## config.mk

```make
export PLATFORM = sky130hd
export DESIGN_NAME = vertex_transform_mat4_unit
export DESIGN_NICKNAME = d
export VERILOG_FILES = /design/src/rtl/core/vtm_pkg.sv /design/src/rtl/core/vertex_transform_mat4_unit.sv /design/src/rtl/core/vtm_ctrl.sv /design/src/rtl/core/vtm_datapath.sv
export SDC_FILE = /design/constraint.sdc
export NUM_CORES = 2
export LEC_CHECK = 0
export ABC_AREA = 1
export BUFFER_PORTS_ARGS = -buffer_cell sky130_fd_sc_hd__buf_2
export CAP_MARGIN = 10
export CORE_UTILIZATION = 41
export CTS_BUF_LIST = sky130_fd_sc_hd__clkbuf_16
export DETAILED_ROUTE_END_ITERATION = 10
export HOLD_SLACK_MARGIN = 0.03
export PLACE_DENSITY = 0.62
export SLEW_MARGIN = 30
export SYNTH_ARGS = -nofsm -noshare
export SYNTH_HDL_FRONTEND = slang
export SYNTH_HIERARCHICAL = 1
export SYNTH_SLANG_ARGS = --single-unit
```

## constraint.sdc

```tcl
create_clock -name clk -period 14.3 [get_ports clk]
set_input_delay 0 -clock clk [delete_from_list [all_inputs] [get_ports clk]]
set_output_delay 0 -clock clk [all_outputs]
set_load 0.005 [all_outputs]
```

## src/rtl/core/vtm_pkg.sv

```systemverilog
// ----------------------------------------------------------------------------
// vtm_pkg
// Shared types and constants of the 4x4 vertex transform unit.
// ----------------------------------------------------------------------------
package vtm_pkg;

	localparam int DATA_W        = 32;
	localparam int FRAC_BITS_DEF = 16;

	typedef enum logic [1:0] {
		OP_LOAD  = 2'd0,
		OP_VEC4  = 2'd1,
		OP_POINT = 2'd2,
		OP_NONE  = 2'd3
	} vtm_op_t;

	typedef enum logic [4:0] {
		ST_IDLE = 5'b00001,
		ST_MAC  = 5'b00010,
		ST_CHK  = 5'b00100,
		ST_DIV  = 5'b01000,
		ST_OUT  = 5'b10000
	} vtm_state_t;

	// controller -> datapath
	typedef struct packed {
		logic       latch;      // capture vector, clear flags
		logic       load;       // write matrix entry
		logic       mul;        // issue product for step k
		logic [3:0] k;          // row in [3:2], column in [1:0]
		logic       div_start;
		logic       div_step;
		logic       div_done;
		logic [1:0] comp;       // component under division
	} vtm_cmd_t;

	// datapath -> controller
	typedef struct packed {
		logic need_div;
	} vtm_status_t;

endpackage

```

## src/rtl/core/vertex_transform_mat4_unit.sv

```systemverilog
// ----------------------------------------------------------------------------
// vertex_transform_mat4_unit
// 4x4 column-major Q-format matrix times vec4, with optional divide by w.
// ----------------------------------------------------------------------------
// One item is handled at a time. A matrix load is written in the accepting
// cycle. A transform uses the single 32x32 multiplier: the accepting cycle,
// 16 products, one accumulate tail, one check, then the output transfer;
// when division by w applies, three restoring divides come before the output,
// each from the one-bit-per-cycle divider (Q16.16 at the default FRAC_BITS).
// The matrix resets to identity. Sums are floor-shifted and quotients truncate
// toward zero; both clamp to 32 bits and set the saturated flag.
module vertex_transform_mat4_unit import vtm_pkg::*; #(
	parameter int FRAC_BITS = FRAC_BITS_DEF
) (
	input  logic         clk,
	input  logic         arst_n,
	input  logic         s_tvalid,
	output logic         s_tready,
	// entry_index[3:0], entry_value[35:4], in_x[67:36], in_y[99:68],
	// in_z[131:100], in_w[163:132], zero pad [167:164]
	input  logic [167:0] s_tdata,
	// opcode[1:0]
	input  logic [1:0]   s_tuser,
	output logic         m_tvalid,
	input  logic         m_tready,
	// out_x[31:0], out_y[63:32], out_z[95:64], out_w[127:96]
	output logic [127:0] m_tdata,
	// divided[0], saturated[1]
	output logic [1:0]   m_tuser
);

	localparam logic [DATA_W-1:0] ONE = DATA_W'(1) << FRAC_BITS;

	vtm_cmd_t    cmd;
	vtm_status_t status;
	logic signed [DATA_W-1:0] ox, oy, oz, ow;
	logic        div_f, sat_f;

	vtm_ctrl #(.FRAC_BITS(FRAC_BITS)) u_ctrl (
		.clk      (clk),
		.arst_n   (arst_n),
		.s_tvalid (s_tvalid),
		.s_tready (s_tready),
		.opcode   (s_tuser),
		.m_tvalid (m_tvalid),
		.m_tready (m_tready),
		.status   (status),
		.cmd      (cmd)
	);

	vtm_datapath #(.FRAC_BITS(FRAC_BITS)) u_dp (
		.clk         (clk),
		.arst_n      (arst_n),
		.cmd         (cmd),
		.status      (status),
		.opcode      (s_tuser),
		.entry_index (s_tdata[3:0]),
		.entry_value (s_tdata[35:4]),
		.in_x        (s_tdata[67:36]),
		.in_y        (s_tdata[99:68]),
		.in_z        (s_tdata[131:100]),
		.in_w        (s_tdata[163:132]),
		.out_x       (ox),
		.out_y       (oy),
		.out_z       (oz),
		.out_w       (ow),
		.divided     (div_f),
		.saturated   (sat_f)
	);

	assign m_tdata = {ow, oz, oy, ox};
	assign m_tuser = {sat_f, div_f};

	// one item in flight: never ready while a result is pending
	a_one_item: assert property (@(posedge clk) disable iff (!arst_n)
		!(s_tready && m_tvalid))
		else $error("input ready while result pending");

	// a matrix load never yields a result
	a_load_silent: assert property (@(posedge clk) disable iff (!arst_n)
		(s_tvalid && s_tready && s_tuser == OP_LOAD) |=> !m_tvalid)
		else $error("result after matrix load");

	// division only happens for a usable w
	a_div_w: assert property (@(posedge clk) disable iff (!arst_n)
		(m_tvalid && m_tuser[0]) |-> (m_tdata[127:96] != '0 && m_tdata[127:96] != ONE))
		else $error("division flagged with zero or unit w");

endmodule

```

## src/rtl/core/vtm_ctrl.sv

```systemverilog
// ----------------------------------------------------------------------------
// vtm_ctrl
// Sequencer: accept, 16 multiply-accumulate steps, optional divides, output.
// ----------------------------------------------------------------------------
module vtm_ctrl import vtm_pkg::*; #(
	parameter int FRAC_BITS = FRAC_BITS_DEF
) (
	input  logic        clk,
	input  logic        arst_n,
	input  logic        s_tvalid,
	output logic        s_tready,
	input  logic [1:0]  opcode,
	output logic        m_tvalid,
	input  logic        m_tready,
	input  vtm_status_t status,
	output vtm_cmd_t    cmd
);

	localparam int NUMW  = DATA_W + FRAC_BITS;
	localparam int BIT_W = $clog2(NUMW + 2);

	vtm_state_t       state_q, state_d;
	logic [4:0]       k_q, k_d;
	logic [BIT_W-1:0] bit_q, bit_d;
	logic [1:0]       comp_q, comp_d;

	always_comb begin
		state_d   = state_q;
		k_d       = k_q;
		bit_d     = bit_q;
		comp_d    = comp_q;
		cmd       = '0;
		cmd.k     = k_q[3:0];
		cmd.comp  = comp_q;
		s_tready  = 1'b0;
		m_tvalid  = 1'b0;
		unique case (state_q)
			ST_IDLE: begin
				s_tready = 1'b1;
				if (s_tvalid) begin
					if (opcode == OP_LOAD) begin
						cmd.load = 1'b1;
					end else if (opcode == OP_VEC4 || opcode == OP_POINT) begin
						cmd.latch = 1'b1;
						k_d       = '0;
						state_d   = ST_MAC;
					end
				end
			end
			ST_MAC: begin
				cmd.mul = ~k_q[4];
				k_d     = k_q + 5'd1;
				if (k_q[4]) begin
					state_d = ST_CHK;
				end
			end
			ST_CHK: begin
				comp_d = '0;
				bit_d  = '0;
				if (status.need_div) begin
					state_d = ST_DIV;
				end else begin
					state_d = ST_OUT;
				end
			end
			ST_DIV: begin
				bit_d = bit_q + BIT_W'(1);
				if (bit_q == '0) begin
					cmd.div_start = 1'b1;
				end else if (bit_q == BIT_W'(NUMW + 1)) begin
					cmd.div_done = 1'b1;
					bit_d        = '0;
					comp_d       = comp_q + 2'd1;
					if (comp_q == 2'd2) begin
						state_d = ST_OUT;
					end
				end else begin
					cmd.div_step = 1'b1;
				end
			end
			ST_OUT: begin
				m_tvalid = 1'b1;
				if (m_tready) begin
					state_d = ST_IDLE;
				end
			end
			default: begin
				state_d = ST_IDLE;
			end
		endcase
	end

	always_ff @(posedge clk or negedge arst_n) begin
		if (!arst_n) begin
			state_q <= ST_IDLE;
			k_q     <= '0;
			bit_q   <= '0;
			comp_q  <= '0;
		end else begin
			state_q <= state_d;
			k_q     <= k_d;
			bit_q   <= bit_d;
			comp_q  <= comp_d;
		end
	end

endmodule

```

## src/rtl/core/vtm_datapath.sv

```systemverilog
// ----------------------------------------------------------------------------
// vtm_datapath
// Matrix registers, one multiplier with accumulator, bit-serial divider.
// ----------------------------------------------------------------------------
module vtm_datapath import vtm_pkg::*; #(
	parameter int FRAC_BITS = FRAC_BITS_DEF
) (
	input  logic                     clk,
	input  logic                     arst_n,
	input  vtm_cmd_t                 cmd,
	output vtm_status_t              status,
	input  logic [1:0]               opcode,
	input  logic [3:0]               entry_index,
	input  logic signed [DATA_W-1:0] entry_value,
	input  logic signed [DATA_W-1:0] in_x,
	input  logic signed [DATA_W-1:0] in_y,
	input  logic signed [DATA_W-1:0] in_z,
	input  logic signed [DATA_W-1:0] in_w,
	output logic signed [DATA_W-1:0] out_x,
	output logic signed [DATA_W-1:0] out_y,
	output logic signed [DATA_W-1:0] out_z,
	output logic signed [DATA_W-1:0] out_w,
	output logic                     divided,
	output logic                     saturated
);

	localparam int NUMW = DATA_W + FRAC_BITS;
	localparam int ACCW = 2 * DATA_W + 2;
	localparam logic [DATA_W-1:0] ONE     = DATA_W'(1) << FRAC_BITS;
	localparam logic [NUMW-1:0]   LIM_POS = NUMW'(64'h7FFF_FFFF);
	localparam logic [NUMW-1:0]   LIM_NEG = NUMW'(64'h8000_0000);
	localparam logic [DATA_W-1:0] S_MAX   = {1'b0, {(DATA_W-1){1'b1}}};
	localparam logic [DATA_W-1:0] S_MIN   = {1'b1, {(DATA_W-1){1'b0}}};

	logic [DATA_W-1:0] mat_q [16];
	logic [DATA_W-1:0] vec_q [4];
	logic [DATA_W-1:0] res_q [4];
	logic              point_q;
	logic              div_q;
	logic              sat_q;

	// multiply-accumulate
	logic signed [2*DATA_W-1:0] prod_s1;
	logic [3:0]                 tag_s1;
	logic                       pv_s1;
	logic signed [ACCW-1:0]     acc_q;
	logic signed [ACCW-1:0]     acc_sum;
	logic signed [ACCW-1:0]     acc_shr;
	logic                       acc_ovf;
	logic [3:0]                 mat_idx;

	// divider
	logic [DATA_W-1:0] rem_q;
	logic [NUMW-1:0]   num_q;
	logic [NUMW-1:0]   quo_q;
	logic [DATA_W-1:0] dsr_q;
	logic              neg_q;
	logic [DATA_W:0]   trial;
	logic              qbit;
	logic [DATA_W-1:0] dvd;
	logic [DATA_W-1:0] dvd_mag;
	logic [DATA_W-1:0] w_mag;
	logic [DATA_W-1:0] quo_res;
	logic              quo_ovf;

	assign mat_idx = {cmd.k[1:0], cmd.k[3:2]};

	assign acc_sum = ((tag_s1[1:0] == 2'd0) ? ACCW'(0) : acc_q)
		+ {{(ACCW-2*DATA_W){prod_s1[2*DATA_W-1]}}, prod_s1};
	assign acc_shr = acc_sum >>> FRAC_BITS;
	assign acc_ovf = !((&acc_shr[ACCW-1:DATA_W-1]) || !(|acc_shr[ACCW-1:DATA_W-1]));

	assign trial   = {rem_q, num_q[NUMW-1]};
	assign qbit    = trial >= {1'b0, dsr_q};
	assign dvd     = res_q[cmd.comp];
	assign dvd_mag = dvd[DATA_W-1] ? (~dvd + DATA_W'(1)) : dvd;
	assign w_mag   = res_q[3][DATA_W-1] ? (~res_q[3] + DATA_W'(1)) : res_q[3];

	always_comb begin
		if (neg_q) begin
			quo_ovf = quo_q > LIM_NEG;
			quo_res = quo_ovf ? S_MIN : (~quo_q[DATA_W-1:0] + DATA_W'(1));
		end else begin
			quo_ovf = quo_q > LIM_POS;
			quo_res = quo_ovf ? S_MAX : quo_q[DATA_W-1:0];
		end
	end

	assign status.need_div = point_q && (res_q[3] != '0) && (res_q[3] != ONE);

	always_ff @(posedge clk or negedge arst_n) begin
		if (!arst_n) begin
			for (int i = 0; i < 16; i++) begin
				mat_q[i] <= (i % 5 == 0) ? ONE : '0;
			end
			pv_s1   <= 1'b0;
			point_q <= 1'b0;
			div_q   <= 1'b0;
			sat_q   <= 1'b0;
		end else begin
			if (cmd.load) begin
				mat_q[entry_index] <= entry_value;
			end
			pv_s1 <= cmd.mul;
			if (cmd.latch) begin
				point_q <= (opcode == OP_POINT);
				div_q   <= 1'b0;
				sat_q   <= 1'b0;
			end
			if (pv_s1 && tag_s1[1:0] == 2'd3 && acc_ovf) begin
				sat_q <= 1'b1;
			end
			if (cmd.div_start) begin
				div_q <= 1'b1;
			end
			if (cmd.div_done && quo_ovf) begin
				sat_q <= 1'b1;
			end
		end
	end

	always_ff @(posedge clk) begin
		if (cmd.latch) begin
			vec_q[0] <= in_x;
			vec_q[1] <= in_y;
			vec_q[2] <= in_z;
			vec_q[3] <= (opcode == OP_POINT) ? ONE : in_w;
		end
		if (cmd.mul) begin
			prod_s1 <= $signed(mat_q[mat_idx]) * $signed(vec_q[cmd.k[1:0]]);
			tag_s1  <= cmd.k;
		end
		if (pv_s1) begin
			acc_q <= acc_sum;
			if (tag_s1[1:0] == 2'd3) begin
				res_q[tag_s1[3:2]] <= acc_ovf
					? (acc_shr[ACCW-1] ? S_MIN : S_MAX)
					: acc_shr[DATA_W-1:0];
			end
		end
		if (cmd.div_start) begin
			rem_q <= '0;
			quo_q <= '0;
			num_q <= {dvd_mag, {FRAC_BITS{1'b0}}};
			dsr_q <= w_mag;
			neg_q <= dvd[DATA_W-1] ^ res_q[3][DATA_W-1];
		end
		if (cmd.div_step) begin
			rem_q <= qbit ? DATA_W'(trial - {1'b0, dsr_q}) : trial[DATA_W-1:0];
			num_q <= {num_q[NUMW-2:0], 1'b0};
			quo_q <= {quo_q[NUMW-2:0], qbit};
		end
		if (cmd.div_done) begin
			res_q[cmd.comp] <= quo_res;
		end
	end

	assign out_x     = res_q[0];
	assign out_y     = res_q[1];
	assign out_z     = res_q[2];
	assign out_w     = res_q[3];
	assign divided   = div_q;
	assign saturated = sat_q;

endmodule
```

==> out/results.txt <==
Fin Clk Skew - 0.09133 ns
CTS Sinks - 1069
largest net degree at the start of global routing - 173
vias in the first global route - 78537
FILL cells - 21340
complex-gate fraction of the synthesized area - 0.09473
wire length on met1 - 122700 um
Worst Tran Pin Value - 1.005 ns
async set-reset flop share out of synthesis - 0.4995
RR Endpoint - u_dp/prod_s1[63]$_DFFE_PP_
Slew Limit Fails - 0
Final Cycle Share - 0.7481
die area - 0.2260 mm^2
Simple-Gate Fraction of Synth Area - 0.1762
wire length per cell - 21.39 um
initial antenna violation count - 8
Worst Setup EP - u_dp/prod_s1[63]$_DFFE_PP_
worst r2r src - u_ctrl/k_q[3]$_DFFE_PN0P_
CTS tree - yes
Post-CTS Resized - 0
CP Class - reg2reg
initial DRC count - 7120
syn nets - 12375
combinational family with the most area after synthesis - adder cells
Hold Crit Class - in2reg
Worst R2R Path Depth - 28
status - complete, no violations
mux share of post-synthesis cell area - 0.01046
port bufs - 301
multi-input logic area - 0.05339 mm^2
Horiz. Die Dim - 475.4 um
CP startpoint - u_ctrl/k_q[3]$_DFFE_PN0P_
Clock H-tree levels - 3
Core Footprint - 0.2225 mm^2
Seq/Total Area, Yosys - 0.3204
Clock Tree Root - clkbuf_16
Hold Violations, Final - 0
largest area contributor in the netlist - fa_1
Ys Warns - 6
CP dominant cell by count - fa_1
Sequential Area - 0.02945 mm^2
Worst Path Arrival - 11.20 ns
Post-synth EDFFs - 535
Most used DFF post-synth - edfxtp_1
Adder-Cell Fraction of Synth Area - 0.2757
postcts setup bufs - 0
Rows - 173
GPL Wtd Cong - 0.9480
leading post-synthesis cells by cell area - fa_1 (24%), edfxtp_1 (17%), dfrtp_1 (14%)
Mean Syn Cell Area - 8.485 um^2
f_max - 0.09348 GHz
chip height - 475.4 um
total track usage - 0.2737
R2R setup slack - 3.60 ns
DRC - 0
grt total ovfl - 0
starting density of the core - 0.4128
nets - 12822
mapped cell area - 0.09186 mm^2
clock-pin slew on the worst setup and hold paths - 0.06 ns
clk buf depth - 3
DR WL met2 - 140700 um
worst stage delay on the critical path - 1.19 ns
Detail Placement HPWL - 215600 um
Hold Crit Depth - 4
XOR/XNOR Fraction of Synth Area - 0.02050
IO Pins - 306
top fanout value on the critical path - 36
Pre-Repair DR Iteration Count - 9
Yosys top cell area share - 0.2362
vias per inst - 5.331
DR top layer - met5
Syn Inst Count - 10827
final setup fails - 0
first-pass GRT wire length - 470000 um
layout cells sized above 1 - 0.07639
Max stage delay cell, worst path - fa_1
clk_lat worst skew - 0.84 ns
area delta synth->final - 13.53%
unrepaired setup endpoints after global routing - no
TNS Setup - 0 ns
Max Cap Violations - 0
CP endpoint kind - flop
antenna viol nets, final - 0
routed wire length - 307100 um
Slew headroom - 0.3286
Seq cells post-synth - 1069
Distinct cells, synth - 73
Startpoint Class - flop
met3 WL - 26740 um
Req. time, crit path - 14.80 ns
minimum clock period - 10.70 ns
TritonCTS Buffers - 118
vias - 76530
==> layer usage <==
| layer | track usage | vias to the layer above |
|---|---|---|
| li1 | - | 34407 |
| met1 | 0.3512 | 37858 |
| met2 | 0.4440 | 3501 |
| met3 | 0.05059 | 754 |
| met4 | 0.1346 | 10 |
| met5 | 0 | - |
==> layout make-up <==
type	instances	share of cell area
Timing Repair Buffer	817	0.06183
Sequential cell	1069	0.2824
Multi-Input combinational cell	7309	0.5119
Tap cell	2975	0.03569
Clock buffer	118	0.02831
Clock inverter	104	0.009202
Inverter	1959	0.07059
Antenna cell	5	0.0001200
==> stage by stage <==
step / instance area (um^2) / worst slack [ns] / util / hold WS, ns / cells
2_1_floorplan: 91860 / 3.590 / - / -0.2956 / 10827
3_3_place_gp: 96570 / 3.606 / 0.4340 / 0.07785 / 13758
3_5_place_dp: 96620 / 3.701 / 0.4342 / 0.1008 / 13763
4_1_cts: 104200 / 3.656 / 0.4682 / 0.03606 / 14349
5_1_grt: 104300 / 3.138 / 0.4687 / 0.06456 / 14353
6_report: 104300 / 3.602 / 0.4687 / 0.07654 / 14356
==> cells in the mapped netlist, drive strengths merged, types with 5 or more instances <==
library cell	count
nand3b	10
clkinv	22
xnor2	76
nand4	43
dfstp	5
a32oi	31
a221oi	16
o31ai	8
mux2i	96
buf	90
ha	290
nor3	48
nor2	1048
nand2	2673
inv	1937
nor4	21
and3	9
a31oi	30
o311ai	9
clkbuf	400
o21a	11
a21o	12
a21oi	395
o221ai	22
o21bai	11
xor2	139
or2	39
o211ai	90
a21boi	7
fa	1084
dfrtp	529
edfxtp	535
nand3	154
o21ai	908
==> worst max-delay path: cells and delay by family (launching register included) <==
| family | cells | cell delay [ns] |
|---|---|---|
| and+or+nand+nor | 4 | 0.66 |
| DFF | 1 | 0.75 |
| AOI/OAI and AO/OA | 5 | 1.17 |
| xor gates and xnor gates | 1 | 0.16 |
| buffers and inverters | 9 | 2.22 |
| adders and majority gates | 9 | 5.43 |
==> cell usage in the layout, fill, tap and decap left out, types with 135 or more instances in the layout <==
master and instances:
xor2_1 139, fa_1 1084, nor2_1 1020, buf_2 303, edfxtp_1 535, a21oi_1 393, ha_1 290, dfrtp_1 524
nand2_1 2587, inv_1 1939, dlygate4sd3_1 363, buf_4 135, o21ai_0 873, nand3_1 139
==> state kept, by name, indices dropped and copies added, names as in the netlist <==
signal,count
u_dp/neg_q,1
u_dp/divided,1
u_ctrl/state_q,5
u_dp/quo_q,48
u_dp/rem_q,32
u_dp/res_q,128
u_dp/vec_q,128
u_dp/dsr_q,32
u_dp/prod_s1,64
u_dp/saturated,1
u_ctrl/comp_q,2
u_dp/acc_q,66
u_dp/pv_s1,1
u_ctrl/k_q,5
u_ctrl/bit_q,6
u_dp/point_q,1
u_dp/mat_q,512
u_dp/tag_s1,4
u_dp/num_q,32
==> repair_timing <==
action,CTS,global route
endpoints found under the setup margin,0,0
endpoints found under the hold margin,886,0
hold buffers,364,0
==> kinds of logic (layout without fill, tap and decap cells) <==
group,after synthesis,in the layout
adders and majority gates,1374,1374
xor gates and xnor gates,215,215
buffers and inverters,2449,2998
and+or+nand+nor,4052,4052
AOI/OAI and AO/OA,1572,1572
other,0,5
DFF,1069,1069
muxes,96,96
==> worst min path at each step <==
stage	slack, ns	end	from
after floorplan	-0.30	u_ctrl/bit_q[0]$_DFFE_PN0P_	arst_n
after global placement	0.08	u_dp/mat_q[250]$_DFFE_PN0P_	arst_n
after detailed placement	0.10	u_dp/mat_q[250]$_DFFE_PN0P_	arst_n
after CTS	0.04	u_dp/mat_q[303]$_DFFE_PN0P_	s_tdata[19]
after global routing	0.06	u_dp/mat_q[15]$_DFFE_PN0P_	s_tdata[19]
final	0.08	u_dp/mat_q[15]$_DFFE_PN0P_	s_tdata[19]
Power is not shown: default switching activity piles up to over one toggle a cycle in this logic, so the estimate is an artifact.
